==> config.mk <==
export PLATFORM = sky130hd
export DESIGN_NAME = long_press_detector_top
export DESIGN_NICKNAME = d
export VERILOG_FILES = /design/src/hdl/lpd_pkg.sv /design/src/hdl/lpd_front.sv /design/src/hdl/lpd_queue.sv /design/src/hdl/lpd_back.sv /design/src/hdl/long_press_detector_top.sv
export SDC_FILE = /design/constraint.sdc
export NUM_CORES = 1
export LEC_CHECK = 0
export ABC_AREA = 1
export BUFFER_PORTS_ARGS = -buffer_cell sky130_fd_sc_hd__buf_2
export CAP_MARGIN = 20
export CORE_AREA = 5 5 183 185
export DETAILED_ROUTE_END_ITERATION = 12
export DIE_AREA = 0 0 188 190
export PLACE_DENSITY = 0.57
export SLEW_MARGIN = 20
export SYNTH_ARGS = -nofsm -noshare
export SYNTH_HDL_FRONTEND = slang
export SYNTH_SLANG_ARGS = --single-unit
export TNS_END_PERCENT = 100
==> constraint.sdc <==
create_clock -name clk -period 5.8 [get_ports clk]
set_input_delay 0.29 -clock clk [delete_from_list [all_inputs] [get_ports clk]]
set_output_delay 0.29 -clock clk [all_outputs]
set_load 0.01 [all_outputs]
==> src/hdl/lpd_pkg.sv <==
// Shared types and constants for the long-press detector.
`default_nettype none
package lpd_pkg;

    // Field widths fixed by the event and result formats.
    localparam int unsigned FUNC_W   = 3;
    localparam int unsigned DELTA_W  = 16;
    localparam int unsigned TIME_W   = 16;
    localparam int unsigned CFG_W    = 16;
    localparam int unsigned CFG_IDX_W = 2;
    localparam int unsigned PHASE_W  = 3;
    localparam int unsigned HELD_W   = 17;
    localparam int unsigned SUM_W    = 18;
    localparam int unsigned AMOUNT_W = 18;

    // Event kinds as they arrive on the input channel.
    localparam logic [FUNC_W-1:0] FUNC_PRESS   = 3'd0;
    localparam logic [FUNC_W-1:0] FUNC_MOVE    = 3'd1;
    localparam logic [FUNC_W-1:0] FUNC_RELEASE = 3'd2;
    localparam logic [FUNC_W-1:0] FUNC_LEAVE   = 3'd3;
    localparam logic [FUNC_W-1:0] FUNC_TICK    = 3'd4;

    // Configuration register indexes.
    localparam logic [CFG_IDX_W-1:0] CFG_HOLD_TIME = 2'd0;
    localparam logic [CFG_IDX_W-1:0] CFG_ALLOWED   = 2'd1;

    // Reset values of the configuration registers.
    localparam logic [CFG_W-1:0] HOLD_TIME_RESET = 16'd2000;
    localparam logic [CFG_W-1:0] ALLOWED_RESET   = 16'd160;

    // Recognizer phases.
    typedef enum logic [PHASE_W-1:0] {
        PH_POSSIBLE = 3'd0,
        PH_BEGAN    = 3'd1,
        PH_CHANGED  = 3'd2,
        PH_ENDED    = 3'd3,
        PH_FAILED   = 3'd4
    } phase_t;

    // Classified operation handed from the front end to the back end.
    typedef enum logic [2:0] {
        OP_NONE    = 3'd0,
        OP_PRESS   = 3'd1,
        OP_MOVE    = 3'd2,
        OP_RELEASE = 3'd3,
        OP_TICK    = 3'd4
    } op_t;

    // One queued command: the operation and its amount (motion or time).
    typedef struct packed {
        op_t                 op;
        logic [AMOUNT_W-1:0] amount;
    } cmd_t;

endpackage
`default_nettype wire

==> src/hdl/lpd_front.sv <==
// Front end: classifies each event and computes its motion or time amount.
`default_nettype none
module lpd_front (
    input  wire logic [lpd_pkg::FUNC_W-1:0]  func,
    input  wire logic                        is_left_button,
    input  wire logic [lpd_pkg::DELTA_W-1:0] move_dx,
    input  wire logic [lpd_pkg::DELTA_W-1:0] move_dy,
    input  wire logic [lpd_pkg::TIME_W-1:0]  elapsed_ms,
    output lpd_pkg::cmd_t                    cmd
);

    logic [lpd_pkg::DELTA_W:0] sx;
    logic [lpd_pkg::DELTA_W:0] sy;
    logic [lpd_pkg::DELTA_W:0] ax;
    logic [lpd_pkg::DELTA_W:0] ay;
    logic [lpd_pkg::AMOUNT_W-1:0] motion;

    // Magnitudes of the signed deltas, one bit wider so that the magnitude of -32768 fits.
    assign sx = {move_dx[lpd_pkg::DELTA_W-1], move_dx};
    assign sy = {move_dy[lpd_pkg::DELTA_W-1], move_dy};
    assign ax = sx[lpd_pkg::DELTA_W] ? (~sx + 17'd1) : sx;
    assign ay = sy[lpd_pkg::DELTA_W] ? (~sy + 17'd1) : sy;
    assign motion = {1'b0, ax} + {1'b0, ay};

    // Classify the event; non-left presses and unknown kinds do nothing.
    always_comb
    begin
        cmd.op     = lpd_pkg::OP_NONE;
        cmd.amount = '0;
        unique case (func)
            lpd_pkg::FUNC_PRESS:
            begin
                if (is_left_button)
                begin
                    cmd.op = lpd_pkg::OP_PRESS;
                end
            end
            lpd_pkg::FUNC_MOVE:
            begin
                cmd.op     = lpd_pkg::OP_MOVE;
                cmd.amount = motion;
            end
            lpd_pkg::FUNC_RELEASE, lpd_pkg::FUNC_LEAVE:
            begin
                cmd.op = lpd_pkg::OP_RELEASE;
            end
            lpd_pkg::FUNC_TICK:
            begin
                cmd.op     = lpd_pkg::OP_TICK;
                cmd.amount = {2'b00, elapsed_ms};
            end
            default:
            begin
                cmd.op = lpd_pkg::OP_NONE;
            end
        endcase
    end

endmodule
`default_nettype wire

==> src/hdl/lpd_queue.sv <==
// Small command queue between the front end and the back end.
`default_nettype none
module lpd_queue #(
    parameter int unsigned DEPTH = 2
) (
    input  wire logic         clk,
    input  wire logic         rst_n,
    input  wire logic         push,
    input  wire lpd_pkg::cmd_t push_cmd,
    output logic              not_full,
    input  wire logic         pop,
    output logic              not_empty,
    output lpd_pkg::cmd_t     head_cmd
);

    localparam int unsigned PTR_W = (DEPTH > 1) ? $clog2(DEPTH) : 1;
    localparam int unsigned CNT_W = $clog2(DEPTH + 1);
    localparam logic [PTR_W-1:0] LAST = PTR_W'(DEPTH - 1);
    localparam logic [CNT_W-1:0] FULL = CNT_W'(DEPTH);

    lpd_pkg::cmd_t    slot_reg [DEPTH];
    logic [PTR_W-1:0] wr_ptr_reg;
    logic [PTR_W-1:0] wr_ptr_next;
    logic [PTR_W-1:0] rd_ptr_reg;
    logic [PTR_W-1:0] rd_ptr_next;
    logic [CNT_W-1:0] count_reg;
    logic [CNT_W-1:0] count_next;
    logic             do_push;
    logic             do_pop;

    assign not_full  = (count_reg != FULL);
    assign not_empty = (count_reg != '0);
    assign head_cmd  = slot_reg[rd_ptr_reg];
    assign do_push   = push && not_full;
    assign do_pop    = pop && not_empty;

    // Pointer and fill-count updates.
    always_comb
    begin
        wr_ptr_next = wr_ptr_reg;
        rd_ptr_next = rd_ptr_reg;
        count_next  = count_reg;
        if (do_push)
        begin
            wr_ptr_next = (wr_ptr_reg == LAST) ? '0 : wr_ptr_reg + 1'b1;
        end
        if (do_pop)
        begin
            rd_ptr_next = (rd_ptr_reg == LAST) ? '0 : rd_ptr_reg + 1'b1;
        end
        if (do_push && !do_pop)
        begin
            count_next = count_reg + 1'b1;
        end
        else if (do_pop && !do_push)
        begin
            count_next = count_reg - 1'b1;
        end
    end

    always_ff @(posedge clk or negedge rst_n)
    begin
        if (!rst_n)
        begin
            wr_ptr_reg <= '0;
            rd_ptr_reg <= '0;
            count_reg  <= '0;
        end
        else
        begin
            wr_ptr_reg <= wr_ptr_next;
            rd_ptr_reg <= rd_ptr_next;
            count_reg  <= count_next;
        end
    end

    // Slot storage needs no reset.
    always_ff @(posedge clk)
    begin
        if (do_push)
        begin
            slot_reg[wr_ptr_reg] <= push_cmd;
        end
    end

endmodule
`default_nettype wire

==> src/hdl/lpd_back.sv <==
// Back end: recognizer state update and registered result.
`default_nettype none
module lpd_back (
    input  wire logic                        clk,
    input  wire logic                        rst_n,
    input  wire logic                        cmd_valid,
    input  wire lpd_pkg::cmd_t               cmd,
    output logic                             cmd_pop,
    input  wire logic [lpd_pkg::CFG_W-1:0]   hold_time_ms,
    input  wire logic [lpd_pkg::CFG_W-1:0]   allowed_motion,
    output logic                             out_valid,
    input  wire logic                        out_ready,
    output logic                             handled,
    output logic                             fired,
    output logic [lpd_pkg::PHASE_W-1:0]      fired_phase,
    output logic                             moving,
    output logic [lpd_pkg::PHASE_W-1:0]      phase_now
);

    logic                         armed_reg;
    logic                         armed_next;
    logic [lpd_pkg::HELD_W-1:0]   held_reg;
    logic [lpd_pkg::HELD_W-1:0]   held_next;
    logic [lpd_pkg::SUM_W-1:0]    sum_reg;
    logic [lpd_pkg::SUM_W-1:0]    sum_next;
    lpd_pkg::phase_t              phase_reg;
    lpd_pkg::phase_t              phase_next;
    logic                         in_move_reg;
    logic                         in_move_next;
    logic                         out_valid_reg;
    logic                         fired_reg;
    logic                         fired_next;
    lpd_pkg::phase_t              fired_phase_reg;
    lpd_pkg::phase_t              fired_phase_next;

    logic                         active;
    logic [lpd_pkg::SUM_W:0]      sum_add;
    logic [lpd_pkg::SUM_W-1:0]    sum_sat;
    logic [lpd_pkg::HELD_W:0]     held_add;
    logic [lpd_pkg::HELD_W-1:0]   held_sat;

    // A new command is taken whenever the result register is free or drains.
    assign cmd_pop = cmd_valid && (!out_valid_reg || out_ready);

    assign active = (phase_reg == lpd_pkg::PH_BEGAN) || (phase_reg == lpd_pkg::PH_CHANGED);

    // Saturating accumulators for motion and hold time.
    assign sum_add  = {1'b0, sum_reg} + {1'b0, cmd.amount};
    assign sum_sat  = sum_add[lpd_pkg::SUM_W] ? '1 : sum_add[lpd_pkg::SUM_W-1:0];
    assign held_add = {1'b0, held_reg} + {2'b00, cmd.amount[lpd_pkg::TIME_W-1:0]};
    assign held_sat = held_add[lpd_pkg::HELD_W] ? '1 : held_add[lpd_pkg::HELD_W-1:0];

    // Next state and result for the command at the queue head.
    always_comb
    begin
        armed_next       = armed_reg;
        held_next        = held_reg;
        sum_next         = sum_reg;
        phase_next       = phase_reg;
        in_move_next     = in_move_reg;
        fired_next       = 1'b0;
        fired_phase_next = lpd_pkg::PH_POSSIBLE;
        unique case (cmd.op)
            lpd_pkg::OP_PRESS:
            begin
                armed_next   = 1'b1;
                held_next    = '0;
                sum_next     = '0;
                in_move_next = 1'b0;
                phase_next   = lpd_pkg::PH_POSSIBLE;
            end
            lpd_pkg::OP_MOVE:
            begin
                if (armed_reg || active)
                begin
                    sum_next = sum_sat;
                    if (active)
                    begin
                        phase_next       = lpd_pkg::PH_CHANGED;
                        in_move_next     = 1'b1;
                        fired_next       = 1'b1;
                        fired_phase_next = lpd_pkg::PH_CHANGED;
                    end
                    else if (sum_sat > {2'b00, allowed_motion})
                    begin
                        armed_next = 1'b0;
                        held_next  = '0;
                        phase_next = lpd_pkg::PH_FAILED;
                    end
                end
            end
            lpd_pkg::OP_RELEASE:
            begin
                armed_next = 1'b0;
                held_next  = '0;
                phase_next = lpd_pkg::PH_POSSIBLE;
                if (active)
                begin
                    in_move_next     = 1'b0;
                    fired_next       = 1'b1;
                    fired_phase_next = lpd_pkg::PH_ENDED;
                end
            end
            lpd_pkg::OP_TICK:
            begin
                if (armed_reg && (phase_reg == lpd_pkg::PH_POSSIBLE))
                begin
                    held_next = held_sat;
                    if (held_sat >= {1'b0, hold_time_ms})
                    begin
                        armed_next       = 1'b0;
                        held_next        = '0;
                        phase_next       = lpd_pkg::PH_BEGAN;
                        fired_next       = 1'b1;
                        fired_phase_next = lpd_pkg::PH_BEGAN;
                    end
                end
            end
            default:
            begin
                fired_next = 1'b0;
            end
        endcase
    end

    // Recognizer state and result register.
    always_ff @(posedge clk or negedge rst_n)
    begin
        if (!rst_n)
        begin
            armed_reg       <= 1'b0;
            held_reg        <= '0;
            sum_reg         <= '0;
            phase_reg       <= lpd_pkg::PH_POSSIBLE;
            in_move_reg     <= 1'b0;
            out_valid_reg   <= 1'b0;
            fired_reg       <= 1'b0;
            fired_phase_reg <= lpd_pkg::PH_POSSIBLE;
        end
        else
        begin
            if (cmd_pop)
            begin
                armed_reg       <= armed_next;
                held_reg        <= held_next;
                sum_reg         <= sum_next;
                phase_reg       <= phase_next;
                in_move_reg     <= in_move_next;
                fired_reg       <= fired_next;
                fired_phase_reg <= fired_phase_next;
                out_valid_reg   <= 1'b1;
            end
            else if (out_ready)
            begin
                out_valid_reg <= 1'b0;
            end
        end
    end

    assign out_valid   = out_valid_reg;
    assign handled     = fired_reg;
    assign fired       = fired_reg;
    assign fired_phase = fired_phase_reg;
    assign moving      = in_move_reg;
    assign phase_now   = phase_reg;

endmodule
`default_nettype wire

==> src/hdl/long_press_detector_top.sv <==
// Top level of the long-press detector: front end, command queue and back end.
//
// The detector takes one event per clock while its queue is not full (press, move, release
// or leave, timer tick) and returns one result item per event, in order. An event is
// classified and its motion magnitude |dx|+|dy| computed in the front end, written into a
// short command queue, and applied by the back end, which updates the recognizer state and
// loads the result register. Sustained throughput is one item per clock while neither
// side stalls; an item is popped from the queue into the result register once that
// register is free or its result is taken. Either side can stall without blocking the
// other for up to QUEUE_DEPTH items plus the one in the result register. Configuration
// registers (index 0 hold time in ms, index 1 motion allowance in 1/16 pixel units) are
// always ready and should be written only while no item is in flight.
`default_nettype none
module long_press_detector_top #(
    parameter int unsigned QUEUE_DEPTH = 2
) (
    input  wire logic                          clk,
    input  wire logic                          rst_n,
    input  wire logic                          in_valid,
    output logic                               in_ready,
    input  wire logic [lpd_pkg::FUNC_W-1:0]    func,
    input  wire logic                          is_left_button,
    input  wire logic [lpd_pkg::DELTA_W-1:0]   move_dx,
    input  wire logic [lpd_pkg::DELTA_W-1:0]   move_dy,
    input  wire logic [lpd_pkg::TIME_W-1:0]    elapsed_ms,
    output logic                               out_valid,
    input  wire logic                          out_ready,
    output logic                               handled,
    output logic                               fired,
    output logic [lpd_pkg::PHASE_W-1:0]        fired_phase,
    output logic                               moving,
    output logic [lpd_pkg::PHASE_W-1:0]        phase_now,
    input  wire logic                          cfg_valid,
    output logic                               cfg_ready,
    input  wire logic [lpd_pkg::CFG_IDX_W-1:0] cfg_index,
    input  wire logic [lpd_pkg::CFG_W-1:0]     cfg_data
);

    lpd_pkg::cmd_t              front_cmd;
    lpd_pkg::cmd_t              head_cmd;
    logic                       q_not_full;
    logic                       q_not_empty;
    logic                       q_pop;
    logic [lpd_pkg::CFG_W-1:0]  hold_time_reg;
    logic [lpd_pkg::CFG_W-1:0]  allowed_reg;

    // Configuration registers; unknown indexes are ignored.
    assign cfg_ready = 1'b1;

    always_ff @(posedge clk or negedge rst_n)
    begin
        if (!rst_n)
        begin
            hold_time_reg <= lpd_pkg::HOLD_TIME_RESET;
            allowed_reg   <= lpd_pkg::ALLOWED_RESET;
        end
        else if (cfg_valid)
        begin
            if (cfg_index == lpd_pkg::CFG_HOLD_TIME)
            begin
                hold_time_reg <= cfg_data;
            end
            else if (cfg_index == lpd_pkg::CFG_ALLOWED)
            begin
                allowed_reg <= cfg_data;
            end
        end
    end

    // Event classification.
    lpd_front u_front (
        .func           (func),
        .is_left_button (is_left_button),
        .move_dx        (move_dx),
        .move_dy        (move_dy),
        .elapsed_ms     (elapsed_ms),
        .cmd            (front_cmd)
    );

    assign in_ready = q_not_full;

    // Decoupling queue.
    lpd_queue #(
        .DEPTH (QUEUE_DEPTH)
    ) u_queue (
        .clk       (clk),
        .rst_n     (rst_n),
        .push      (in_valid),
        .push_cmd  (front_cmd),
        .not_full  (q_not_full),
        .pop       (q_pop),
        .not_empty (q_not_empty),
        .head_cmd  (head_cmd)
    );

    // State update and result register.
    lpd_back u_back (
        .clk            (clk),
        .rst_n          (rst_n),
        .cmd_valid      (q_not_empty),
        .cmd            (head_cmd),
        .cmd_pop        (q_pop),
        .hold_time_ms   (hold_time_reg),
        .allowed_motion (allowed_reg),
        .out_valid      (out_valid),
        .out_ready      (out_ready),
        .handled        (handled),
        .fired          (fired),
        .fired_phase    (fired_phase),
        .moving         (moving),
        .phase_now      (phase_now)
    );

    // A notification always carries a real phase and marks the item handled.
    assert property (@(posedge clk) disable iff (!rst_n)
        out_valid && fired |-> handled && (fired_phase != lpd_pkg::PH_POSSIBLE))
        else $error("fired result without a phase");

    // A Changed notification leaves the recognizer moving in Changed.
    assert property (@(posedge clk) disable iff (!rst_n)
        out_valid && fired && (fired_phase == lpd_pkg::PH_CHANGED)
            |-> moving && (phase_now == lpd_pkg::PH_CHANGED))
        else $error("changed notification with inconsistent state");

    // The move flag is only ever set while the gesture is active.
    assert property (@(posedge clk) disable iff (!rst_n)
        out_valid && moving
            |-> (phase_now == lpd_pkg::PH_BEGAN) || (phase_now == lpd_pkg::PH_CHANGED))
        else $error("moving outside an active gesture");

endmodule
`default_nettype wire

Yosys cells after proc, flatten, opt, wreduce, memory -nomap -nowiden --
Memory sizes are Yosys's and may differ from the RTL's. Index checks and enable logic that the tools add are counted. Widths: inputs -> output; s select.
Operators by class: shifts and indexed selects 0, equal/unequal tests 20, muxes and demuxes 50, add/subtract/negate cells 9, reduce and logical (&&, ||, !) cells 31, bitwise operators 3, multiply operators 0, order comparisons 2, divide/modulo/power cells 0
Operators with widths (count):
- $mux 17 | 8
- $pmux 18 s2 | 2
- $pmux 17 s3 | 1
- $mux 18 | 2
- $add 17x1->17 const B | 2
- $not 17->17 | 2
- $mux 3 | 7
- $mux 1 | 20
- $add 18x18->19 | 1
- $add 17x16->18 | 1
- $add 17x17->18 | 1
- $gt 18x16->1 | 1
- $pmux 3 s3 | 2
- $ge 17x16->1 | 1
- $eq 3x2->1 const B | 5
- $ne 2x1->1 const B | 6
- $pmux 3 s4 | 1
- $reduce_and 6->1 | 2
- $eq 3x1->1 const B | 3
- $mux 2 | 4
- $reduce_bool 2->1 | 4
- $reduce_and 7->1 | 1
- $eq 3x3->1 const B | 2
- $logic_and 1x1->1 | 6
- 19 further kinds | 30
Word-level totals: logic and storage cells 129, output and inout bits 12, memory bits (read-only) 0, bits in latches 0, flip-flop bits (word level) 81, memories 1, bits in writable memories 42
Memories:
- u_queue.slot_reg | depth 2, bits a word 21, read ports 1, clocked after Yosys merged registers in 0, wr ports 1, line lpd_queue.sv:21 | lpd_pkg::cmd_t slot_reg [DEPTH];

Depth between registers and ports, before layout --
Gate-level depths: netlist of the first run. An unclocked memory read counts as a cell.
depth in word-level cells 8, depth in mapped cells 35, gate-level depth less buffers 32

By module --
A second synthesis of the first run with hierarchy kept.
Unflattened totals: cell total of the unflattened synthesis 1348, area, all modules 9790.6 um^2
By module, submodules not included:
- lpd_back | cells an instance 688, sequential area each 1101.1 um^2, area each 4715.8 um^2, instances 1
- lpd_front | cells an instance 378, sequential area each 0.0 um^2, area each 1946.9 um^2, instances 1
- lpd_queue | cells an instance 138, sequential area each 1361.3 um^2, area each 1757.9 um^2, instances 1
- long_press_detector_top | cells an instance 144, sequential area each 810.8 um^2, area each 1370.1 um^2, instances 1

Worst setup path after synthesis of the first run --
Ideal clock, no wire load.
path type reg2reg, from reg u_queue.rd_ptr_reg, to reg u_back.held_reg[12] (netlist name), stages on the path, launching flop included 33, period minus slack after synthesis 4.017 ns, path buffers 4, arrival 3.943 ns, path slack 1.783 ns, cell sequence dfrtp_1 clkbuf_1 clkbuf_1 nand2_1 nand2_1 ha_1 a21o_1 a21oi_1 nand2_1 nand2_1 nand2_1 nor2_2 inv_2 clkbuf_1 nor2_1 inv_1 ha_1 nand2_1 inv_1 nand2_1 nand2_1 nand2_1 nand3_1 nand2_1 nand2_1 nand2_1 nand2_1 a21oi_1 nand3_1 nand2_2 buf_6 nand2_1 o21ai_2
Between the ends: word-level cells in the longest chain between the ends 7
Ends and longest elaborated chain:
- from (decl) | line lpd_queue.sv:24 | logic [PTR_W-1:0] rd_ptr_reg;
- from (signal assigned) | line lpd_queue.sv:72 | rd_ptr_reg <= rd_ptr_next;
- $mem_v2 2x21 (*)
- $add 17x16->18 | line lpd_back.sv:50 | assign held_add = {1'b0, held_reg} + {2'b00, cmd.amount[lpd_pkg::TIME_W-1:0]};
- $mux 17 | line lpd_back.sv:51 | assign held_sat = held_add[lpd_pkg::HELD_W] ? '1 : held_add[lpd_pkg::HELD_W-1:0];
- $ge 17x16->1 | line lpd_back.sv:109 | if (held_sat >= {1'b0, hold_time_ms})
- $mux 17 | line lpd_back.sv:109
- $mux 17 | line lpd_back.sv:106 | if (armed_reg && (phase_reg == lpd_pkg::PH_POSSIBLE))
- $pmux 17 s3 | line lpd_back.sv:63 | unique case (cmd.op)
- to (signal assigned) | line lpd_back.sv:145 | held_reg <= held_next;
- to (decl) | line lpd_back.sv:22 | logic [lpd_pkg::HELD_W-1:0] held_reg;
Every way passes the cells marked *; elsewhere a longest branch is shown, timed or not. The select of a mux whose other input is x is not followed. A chain may end at the register's enable or synchronous reset.

Worst setup path in the final report of the first run --
from reg u_queue.rd_ptr_reg, to reg u_back.held_reg[5] (netlist name)
Same word-level chain as after synthesis.

==> results.py, run 1 <==
metrics = {
    "status": {
        "status": "finished clean",
    },
    "run": {
        "max_cap_viol_count": 0,
    },
    "cts": {
        "numCtsBuffers": 17,
        "post_cts_buffers": 0,
        "htree_levels": 4,
        "cts_buffer_depth": 2,
        "clkSinkCount": 122,
        "cts_root_buffer": "clkbuf_16",
        "path_clk_slew_ns": 0.07,
        "cts.repair.resized": 0,
        "postCtsHoldBufs": 1,
        "cts_tree": "built",
        "clk_latency_ns": 0.43,
    },
    "floorplanning": {
        "fp.dieW_microns": 188,
        "initial_utilization_pct": 29.3,
        "die_area_sq_mm": 0.0357,
        "ios": 87,
        "die_h_microns": 190,
        "core_region_area_sq_mm": 0.0319,
        "rows": 66,
    },
    "synthesis": {
        "netlist_area_sq_mm": 0.00933,
        "synthCells": 1268,
        "synth_cell_types": 43,
        "synth-seq-cells": 122,
        "synth.avg_cell_area_sq_um": 7.35,
        "yosysWarnings": 0,
        "ys_seq_area_share_pct": 35.1,
    },
    "placement": {
        "placed_area_sq_mm": 0.0102,
        "place_hpwl_microns": 20700,
        "place_congestion": 0.883,
        "io_buffers": 84,
    },
    "cells_and_area": {
        "nets": 1515,
        "fin_area_sq_mm": 0.0108,
        "fin_util_pct": 33.8,
        "drive_gt1_share_pct": 12.8,
        "syn_to_final_growth_pct": 15.7,
        "diodes": 0,
        "largest_reg_flops": 42,
    },
    "critical_path": {
        "slowest_stage": "dfrtp_1",
        "r2r_start": "u_queue.rd_ptr_reg",
        "crit_arrival_ns": 5.49,
        "crit_type": "flip-flop to flip-flop",
        "cp-start-kind": "flip-flop",
        "critPathCaptureType": "flip-flop",
        "crit_family": "simple AND/OR/NAND/NOR gates",
        "cp-startpoint": "u_queue.rd_ptr_reg",
        "worstPathRequired_ns": 6.09,
        "cp_common_cell": "nand2_1",
        "path_max_fanout": 32,
        "worst-path-buf-inv": 2,
        "max_stage_delay_ns": 0.47,
    },
    "global_routing": {
        "grt_pass1_wl_microns": 41800,
        "grt-ovfl-total": 0,
        "grt_max_degree": 52,
        "globalRouteTotalUtil_pct": 14.3,
        "grt_antenna_before_repair": 0,
        "grt_pass1_vias": 8400,
    },
    "route": {
        "vias": 8244,
        "met2_length_microns": 11900,
        "top_layer": "met4",
        "firstDrtPassIters": 5,
        "wl_met3_microns": 739,
        "wl_microns": 25200,
        "via_per_inst": 4.65,
        "ant_nets": 0,
        "drc": 0,
        "met1_length_microns": 12100,
        "drt_iter0_markers": 429,
        "wl_per_cell_microns": 14.2,
    },
    "sta": {
        "max_freq_mhz": 192,
        "slew_headroom_pct": 39.1,
        "hold_violations": 0,
        "fin_crit_sh_pct": 89.6,
        "rsz0062_at_grt": "no",
        "tightest_slew_ns": 0.912,
        "maxSlewViolCount": 0,
        "hold_slack_ns": 0.0464,
        "setup_viol": 0,
        "post-route-min-period_ns": 5.20,
        "clock_skew_ns": 0.0121,
        "tns_ns": 0,
    },
    "worst_hold_path": {
        "hold_path_class": "input port to flip-flop",
        "holdCritStartpoint": "out_ready",
    },
    "power_and_ir_drop": {
        "vdd_drop_max_v": 0.000231,
        "p_per_area_mw_per_mm2": 547,
        "leakage_nw": 5.51,
    },
}
-- placed cells by master, fill, tap and decap left out, types with 17 or more instances in the layout --
master | netlist | routed
nor2_1 | 104 | 102
buf_2 | 3 | 83
inv_1 | 151 | 151
edfxtp_1 | 42 | 42
ha_1 | 86 | 86
a21oi_1 | 77 | 77
nand2_1 | 373 | 373
o21ai_2 | 18 | 18
o21ai_0 | 86 | 86
xnor2_1 | 17 | 17
xor2_1 | 32 | 32
dfrtp_1 | 72 | 72
clkbuf_16 | 0 | 17
nand3_1 | 73 | 73
-- path summary, 6_finish.rpt --
check,end,slack [ns],cells past startpoint
min in group asynchronous,hold_time_reg[2],0.35,2
worst min register to register,u_queue.count_reg[0],0.48,1
max in group asynchronous,u_back.phase_now[2],4.43,3
worst max register to register,u_back.held_reg[5],0.60,27
worst max-delay path,u_back.held_reg[5],0.60,27
worst min-delay path,u_back.out_valid,0.05,2
-- power breakdown --
part	internal [mW]	leakage, nW	switching, mW	total [mW]
Combinational	1.22	3.80	2.27	3.49
Clock	0.649	0.290	0.452	1.10
Sequential	1.16	1.41	0.147	1.31
-- metrics by stage --
step                      cells  worst slack, ns  power [mW]
after global routing       1772            0.174        6.52
after detailed placement   1738            0.600        4.82
after floorplan            1270             1.78        3.92
after CTS                  1771            0.550        5.95
after global placement     1738            0.636        4.79
final                      1772            0.605        5.89
-- worst reg2reg max path, cell delays in order, from the launching register on --
cell and delay, ns:
dfrtp_1 0.47, inv_2 0.30, nand2_1 0.09, nand2_1 0.18, ha_1 0.32, a21oi_1 0.31, nand2_1 0.09, nand2_1 0.06
nand2_1 0.05, nand2_1 0.06, nand2_1 0.06, nor2_2 0.27, inv_2 0.21, or2_2 0.37, ha_1 0.31, nand2_1 0.08
nor2_1 0.32, nand3_1 0.12, nand3_1 0.14, nand2_1 0.06, nand2_1 0.08, nand2_1 0.06, nand2_1 0.06, a21oi_1 0.07
nand3_1 0.16, nand2_2 0.44, nand2_1 0.25, o21ai_2 0.08
-- routing by layer --
| metal | global-route usage, % | up-vias |
|---|---|---|
| met5 | 0 | - |
| met4 | 3.98 | 0 |
| met3 | 2.31 | 24 |
| met2 | 24.7 | 143 |
| met1 | 18.7 | 3762 |
| li1 | - | 4315 |
-- cell families (layout without fill, tap and decap cells) --
| group | Yosys count | count (layout) | share of synthesized area (%) |
|---|---|---|---|
| AND/OR/NAND/NOR | 606 | 606 | 26.9 |
| AO/OA/AOI/OAI | 218 | 218 | 13.4 |
| buffers and inverters | 182 | 276 | 7.73 |
| flip-flops | 122 | 122 | 35.1 |
| adder cells (fa/ha/maj) | 89 | 89 | 12.2 |
| other | 2 | 4 | 0.0805 |
| XOR/XNOR | 49 | 49 | 4.60 |
-- final cells by class --
type	instances	area, sq um
flip-flops and latches	122	3270
multi-input cells	966	5350
clock inverters	15	174
repair buffers	88	463
inverters	156	586
well taps	408	510
fillers	3429	21100
clock buffers	17	425
-- cells in the mapped netlist --
cell	count	area [sq um]
a2111oi_0	1	8.76
a211oi_1	2	15.0
a21boi_0	2	15.0
a21o_1	10	75.1
a21oi_1	77	385
a22o_1	3	26.3
a31oi_1	4	25.0
a32o_1	1	10.0
buf_2	3	15.0
buf_4	3	22.5
buf_6	3	33.8
clkbuf_1	17	63.8
clkinv_1	1	3.75
conb_1	2	7.51
dfrtp_1	72	1800
dfstp_2	8	210
edfxtp_1	42	1260
fa_1	3	60.1
ha_1	86	1080
inv_1	151	567
inv_2	4	15.0
nand2_1	373	1400
nand2_2	3	18.8
nand3_1	73	365
nand3_2	1	10.0
nand3b_1	2	15.0
nand4_1	10	62.6
nor2_1	104	390
nor2_2	3	18.8
nor3_1	15	75.1
nor3b_1	3	22.5
nor3b_4	1	18.8
nor4_1	2	12.5
o21a_1	4	30.0
o21ai_0	86	430
o21ai_1	2	10.0
o21ai_2	18	158
o21bai_1	4	30.0
o31ai_1	4	30.0
or2_1	1	6.26
or2_2	15	93.8
xnor2_1	17	149
xor2_1	32	280
(Power assumes the default switching activity.)
==> run 2, diff against run 1 <==
--- a/config.mk
+++ b/config.mk
@@ -6,11 +6,11 @@
 export NUM_CORES = 1
 export LEC_CHECK = 0
 export ABC_AREA = 1
-export BUFFER_PORTS_ARGS = -buffer_cell sky130_fd_sc_hd__buf_2
+export BUFFER_PORTS_ARGS = -buffer_cell sky130_fd_sc_hd__clkbuf_2
 export CAP_MARGIN = 20
-export CORE_AREA = 5 5 183 185
+export CORE_AREA = 2 2 180 182
 export DETAILED_ROUTE_END_ITERATION = 12
-export DIE_AREA = 0 0 188 190
+export DIE_AREA = 0 0 182 184
 export PLACE_DENSITY = 0.57
 export SLEW_MARGIN = 20
 export SYNTH_ARGS = -nofsm -noshare
==> run 2 against run 1 <==
Clock skew down 0.0049 ns. Hold slack better by 0.022 ns. Total power down 0.60%. Largest cell class unchanged. Critical endpoint is now u_back.held_reg[1]. Setup slack better by 0.076 ns. Clock power down 5%.
==> results.py, run 2 (synthesis results as in run 1) <==
metrics = {
    "cts": {
        "htree_levels": 4,
        "clk_latency_ns": 0.43,
        "path_clk_slew_ns": 0.06,
        "post_cts_buffers": 0,
        "cts_buffer_depth": 2,
        "cts_root_buffer": "clkbuf_16",
        "cts.repair.resized": 0,
        "numCtsBuffers": 17,
        "cts_tree": "built",
        "clkSinkCount": 122,
    },
    "route": {
        "wl_per_cell_microns": 14.0,
        "firstDrtPassIters": 5,
        "vias": 8287,
        "drc": 0,
        "drt_iter0_markers": 444,
        "via_per_inst": 4.69,
        "ant_nets": 0,
        "wl_microns": 24700,
    },
    "placement": {
        "place_hpwl_microns": 20000,
        "placed_area_sq_mm": 0.0101,
        "io_buffers": 84,
        "place_congestion": 0.894,
    },
    "floorplanning": {
        "rows": 65,
        "fp.dieW_microns": 182,
        "ios": 87,
        "core_region_area_sq_mm": 0.0314,
        "die_area_sq_mm": 0.0335,
        "die_h_microns": 184,
        "initial_utilization_pct": 29.7,
    },
    "sta": {
        "slew_headroom_pct": 41.3,
        "fin_crit_sh_pct": 88.3,
        "post-route-min-period_ns": 5.12,
        "tightest_slew_ns": 0.879,
        "setup_viol": 0,
        "max_freq_mhz": 195,
        "maxSlewViolCount": 0,
        "rsz0062_at_grt": "no",
        "clock_skew_ns": 0.00717,
        "tns_ns": 0,
        "hold_violations": 0,
    },
    "cells_and_area": {
        "nFillCells": 3356,
        "diodes": 0,
        "largest_reg_flops": 42,
        "final_cell_mix": "nand2_1 (373), inv_1 (151), nor2_1 (103)",
        "final_common_cell": "nand2_1",
        "syn_to_final_growth_pct": 15.2,
        "fin_area_sq_mm": 0.0107,
        "drive_gt1_share_pct": 12.6,
        "nets": 1515,
    },
    "worst_hold_path": {
        "hold_path_class": "input port to flip-flop",
        "holdCritStartpoint": "out_ready",
        "min_delay_path_depth": 2,
        "min_delay_worst_endpoint": "u_back.out_valid",
    },
    "global_routing": {
        "grt_pass1_wl_microns": 40400,
        "grt_pass1_vias": 8234,
        "grt-ovfl-total": 0,
        "globalRouteTotalUtil_pct": 15.1,
        "grt_antenna_before_repair": 0,
        "grt_max_degree": 81,
    },
    "critical_path": {
        "critPathCaptureType": "flip-flop",
        "cp_common_cell": "nand2_1",
        "crit_type": "flip-flop to flip-flop",
        "worstPathRequired_ns": 6.09,
        "cp-start-kind": "flip-flop",
        "rrSetupSlack_ns": 0.68,
        "slowest_stage": "dfrtp_1",
        "r2r_start": "u_queue.rd_ptr_reg",
        "max_stage_delay_ns": 0.47,
        "path_max_fanout": 32,
        "crit_arrival_ns": 5.41,
        "reg2regPathDepth": 26,
        "r2r-end": "u_back.held_reg[1]",
    },
    "power_and_ir_drop": {
        "power.share.sequential_pct": 22.3,
        "leakage_nw": 5.50,
        "sw_frac_of_total_pct": 49.2,
        "p_switching_mw": 2.88,
        "power_mw": 5.86,
        "clkPwrFrac_pct": 17.7,
        "comb_power_share_pct": 60.0,
        "p_int_mw": 2.98,
        "p_per_area_mw_per_mm2": 545,
        "vdd_drop_max_v": 0.000258,
    },
    "run": {
        "max_cap_viol_count": 0,
    },
    "status": {
        "status": "finished clean",
    },
}
run 2: cell count changes in the layout (fill, tap and decap cells not counted), sizes merged:
cell      before  now
clkinvlp       2    3
buf           87    4
bufinv         2    1
clkbuf        17  100
inv          165  161
clkinv         2    6
run 2: how the worst max path moves through the flow:
| stage | start | slack, ns | end |
|---|---|---|---|
| final | u_queue.rd_ptr_reg | 0.68 | u_back.held_reg[1] |
| after global routing | u_queue.rd_ptr_reg | 0.22 | u_back.held_reg[2] |
| after CTS | u_queue.rd_ptr_reg | 0.67 | u_back.held_reg[1] |
| after detailed placement | u_queue.rd_ptr_reg | 0.72 | u_back.held_reg[1] |
| after global placement | u_queue.rd_ptr_reg | 0.76 | u_back.held_reg[0] |
| after floorplan | u_queue.rd_ptr_reg | 1.78 | u_back.held_reg[12] |
run 2: metal layers:
| layer | up-vias | GRT usage [%] | wire length, microns |
|---|---|---|---|
| met4 | 0 | 5.42 | 594 |
| met1 | 3761 | 19.4 | 11700 |
| li1 | 4319 | - | - |
| met2 | 169 | 25.7 | 11500 |
| met5 | - | 0 | 0 |
| met3 | 38 | 2.42 | 935 |
run 2: layout make-up:
class | count | area, sq um | share of cell area [%]
clock buffer | 17 | 425 | 3.96
clock inverter | 15 | 143 | 1.33
inverter | 156 | 586 | 5.45
multi-input combinational | 966 | 5350 | 49.8
sequential | 122 | 3270 | 30.5
tap | 402 | 503 | 4.68
timing repair buffer | 88 | 467 | 4.34
run 2: power by group through the flow:
stage	combinational [mW]	clock [mW]	sequential (mW)
2_1_floorplan	2.64	0	1.28
3_3_place_gp	3.47	0	1.32
3_5_place_dp	3.51	0	1.32
4_1_cts	3.53	1.05	1.31
5_1_grt	4.03	1.09	1.33
6_report	3.52	1.04	1.30
run 2: worst max-delay path: cells and delay by family (launching register included):
| family | cells | cell delay, ns |
|---|---|---|
| xor gates and xnor gates | 1 | 0.20 |
| buffers and inverters | 1 | 0.30 |
| DFF | 1 | 0.47 |
| AOI/OAI and AO/OA | 4 | 0.71 |
| adders and majority gates | 2 | 0.64 |
| and+or+nand+nor | 18 | 2.62 |
run 2: stage by stage:
stage / hold WS (ns) / cells / setup slack [ns] / util, %
6_report: 0.0687 / 1766 / 0.681 / 34.2
5_1_grt: 0.0902 / 1766 / 0.220 / 34.2
4_1_cts: 0.0619 / 1764 / 0.675 / 34.1
3_5_place_dp: 0.473 / 1732 / 0.715 / 32.3
3_3_place_gp: 0.464 / 1732 / 0.756 / 32.3
2_1_floorplan: -0.00559 / 1270 / 1.78 / -
run 2: repair_timing:
action	in CTS	in global routing
endpoints found under the setup margin	0	0
hold buffers	0	1
endpoints found under the hold margin	0	18
==> run 3, diff against run 2 <==
--- a/config.mk
+++ b/config.mk
@@ -11,7 +11,6 @@
 export CORE_AREA = 2 2 180 182
 export DETAILED_ROUTE_END_ITERATION = 12
 export DIE_AREA = 0 0 182 184
-export PLACE_DENSITY = 0.57
 export SLEW_MARGIN = 20
 export SYNTH_ARGS = -nofsm -noshare
 export SYNTH_HDL_FRONTEND = slang
==> run 3 against run 2 <==
Critical path depth decreased by 1. Via count is 0.17% higher. Sequential share of layout area down 0.25 points. Utilization up 0.28 points. Clock power rose by 12%. Critical endpoint is now u_back.held_reg[0].
==> results.py, run 3 (synthesis results as in run 1) <==
metrics = {
    "status": {
        "status": "finished clean",
    },
    "critical_path": {
        "cp_common_cell": "nand2_1",
        "path_max_fanout": 32,
        "crit_arrival_ns": 5.42,
        "critPathCaptureType": "flip-flop",
        "slowest_stage": "dfrtp_1",
        "crit_type": "flip-flop to flip-flop",
        "max_stage_delay_ns": 0.48,
        "cp-start-kind": "flip-flop",
        "worstPathRequired_ns": 6.09,
    },
    "floorplanning": {
        "core_region_area_sq_mm": 0.0314,
        "die_h_microns": 184,
        "rows": 65,
        "die_area_sq_mm": 0.0335,
        "initial_utilization_pct": 29.7,
        "fp.dieW_microns": 182,
        "ios": 87,
    },
    "power_and_ir_drop": {
        "comb_power_share_pct": 58.7,
        "p_per_area_mw_per_mm2": 552,
        "sw_frac_of_total_pct": 47.6,
        "leakage_nw": 5.56,
        "p_switching_mw": 2.84,
        "vdd_drop_max_v": 0.000258,
        "power.share.sequential_pct": 21.8,
        "power_mw": 5.98,
        "clkPwrFrac_pct": 19.5,
        "p_int_mw": 3.13,
    },
    "cells_and_area": {
        "fin_util_pct": 34.5,
        "final_cell_count_no_fill": 1766,
        "drive_gt1_share_pct": 12.7,
        "largest_reg_flops": 42,
        "final_common_cell": "nand2_1",
        "final_cell_mix": "nand2_1 (373), inv_1 (151), nor2_1 (103)",
        "fin_area_sq_mm": 0.0108,
        "diodes": 0,
        "nets": 1515,
        "multi_input_area_sq_mm": 0.00535,
        "seqCellArea_sq_mm": 0.00327,
        "syn_to_final_growth_pct": 16.2,
        "nFillCells": 3288,
    },
    "route": {
        "via_per_inst": 4.70,
        "wl_per_cell_microns": 13.9,
        "ant_nets": 0,
        "wl_microns": 24600,
        "vias": 8301,
        "drc": 0,
        "firstDrtPassIters": 5,
        "drt_iter0_markers": 503,
    },
    "cts": {
        "cts.repair.resized": 0,
        "cts_buffer_depth": 2,
        "clk_latency_ns": 0.42,
        "clkSinkCount": 122,
        "numCtsBuffers": 17,
        "path_clk_slew_ns": 0.06,
        "postCtsHoldBufs": 0,
        "cts_tree": "built",
        "cts_root_buffer": "clkbuf_16",
        "post_cts_buffers": 0,
        "htree_levels": 4,
    },
    "global_routing": {
        "grt_antenna_before_repair": 0,
        "grt_pass1_wl_microns": 39900,
        "grt_max_degree": 81,
        "grt_pass1_vias": 8045,
        "grt-ovfl-total": 0,
        "globalRouteTotalUtil_pct": 15.0,
    },
    "placement": {
        "place_congestion": 0.898,
        "dp.cells": 1732,
        "place_hpwl_microns": 19900,
        "io_buffers": 84,
        "placed_area_sq_mm": 0.0101,
        "place_ws_ns": 0.714,
    },
    "sta": {
        "tightest_slew_ns": 0.882,
        "setup_ws_ns": 0.666,
        "setup_viol": 0,
        "rsz0062_at_grt": "no",
        "hold_slack_ns": 0.0588,
        "tns_ns": 0,
        "clock_skew_ns": 0.00687,
        "slew_headroom_pct": 41.1,
        "hold_violations": 0,
        "fin_crit_sh_pct": 88.5,
        "maxSlewViolCount": 0,
        "max_freq_mhz": 195,
        "post-route-min-period_ns": 5.13,
    },
    "worst_hold_path": {
        "hold_path_class": "input port to flip-flop",
    },
    "run": {
        "max_cap_viol_count": 0,
    },
}
-- run 3: cell types whose count changed in the layout (fill, tap and decap cells not counted), sizes merged --
cell	delta
clkbuf	+4
inv	-4
clkinvlp	-3
bufinv	+2
clkinv	+1
-- run 3: area by class of cell --
type | count | share of cell area [%]
Clock inverter | 11 | 1.42
Tap cell | 402 | 4.64
Inverter | 156 | 5.41
Multi-Input combinational cell | 966 | 49.4
Clock buffer | 21 | 4.64
Sequential cell | 122 | 30.2
Timing Repair Buffer | 88 | 4.31
-- run 3: worst max-delay path: cells and delay by family (launching register included) --
kind	cells	cell delay, ns
compound gates	5	0.68
simple gates	16	2.69
buf+inv	2	0.51
flops	1	0.48
fa+ha+maj	2	0.63
-- run 3: power groups by stage --
stage | clock network (mW) | registers [mW] | logic (mW)
6_report | 1.16 | 1.30 | 3.51
5_1_grt | 1.23 | 1.33 | 4.02
4_1_cts | 1.19 | 1.30 | 3.53
3_5_place_dp | 0 | 1.31 | 3.51
3_3_place_gp | 0 | 1.32 | 3.45
2_1_floorplan | 0 | 1.28 | 2.64
-- run 3: final timing paths --
| check | startpoint | end | slack (ns) | depth (start not counted) |
|---|---|---|---|---|
| worst max-delay path | u_queue.rd_ptr_reg | u_back.held_reg[0] | 0.67 | 25 |
| worst min-delay path | out_ready | u_back.out_valid | 0.06 | 2 |
| worst max register to register | u_queue.rd_ptr_reg | u_back.held_reg[0] | 0.67 | 25 |
| worst min register to register | u_queue.count_reg[0] | u_queue.count_reg[0] | 0.47 | 1 |
| max in group asynchronous | rst_n | u_queue.wr_ptr_reg | 4.80 | 2 |
| min in group asynchronous | rst_n | allowed_reg[6] | 0.49 | 2 |
-- run 3: routing by layer --
layer / global-route usage, % / vias to the layer above / part of all wire [%]
met5: 0 / - / 0
met2: 25.7 / 194 / 47
met1: 19.4 / 3765 / 47
met3: 2.20 / 28 / 3.8
met4: 4.90 / 0 / 2.0
li1: - / 4314 / -
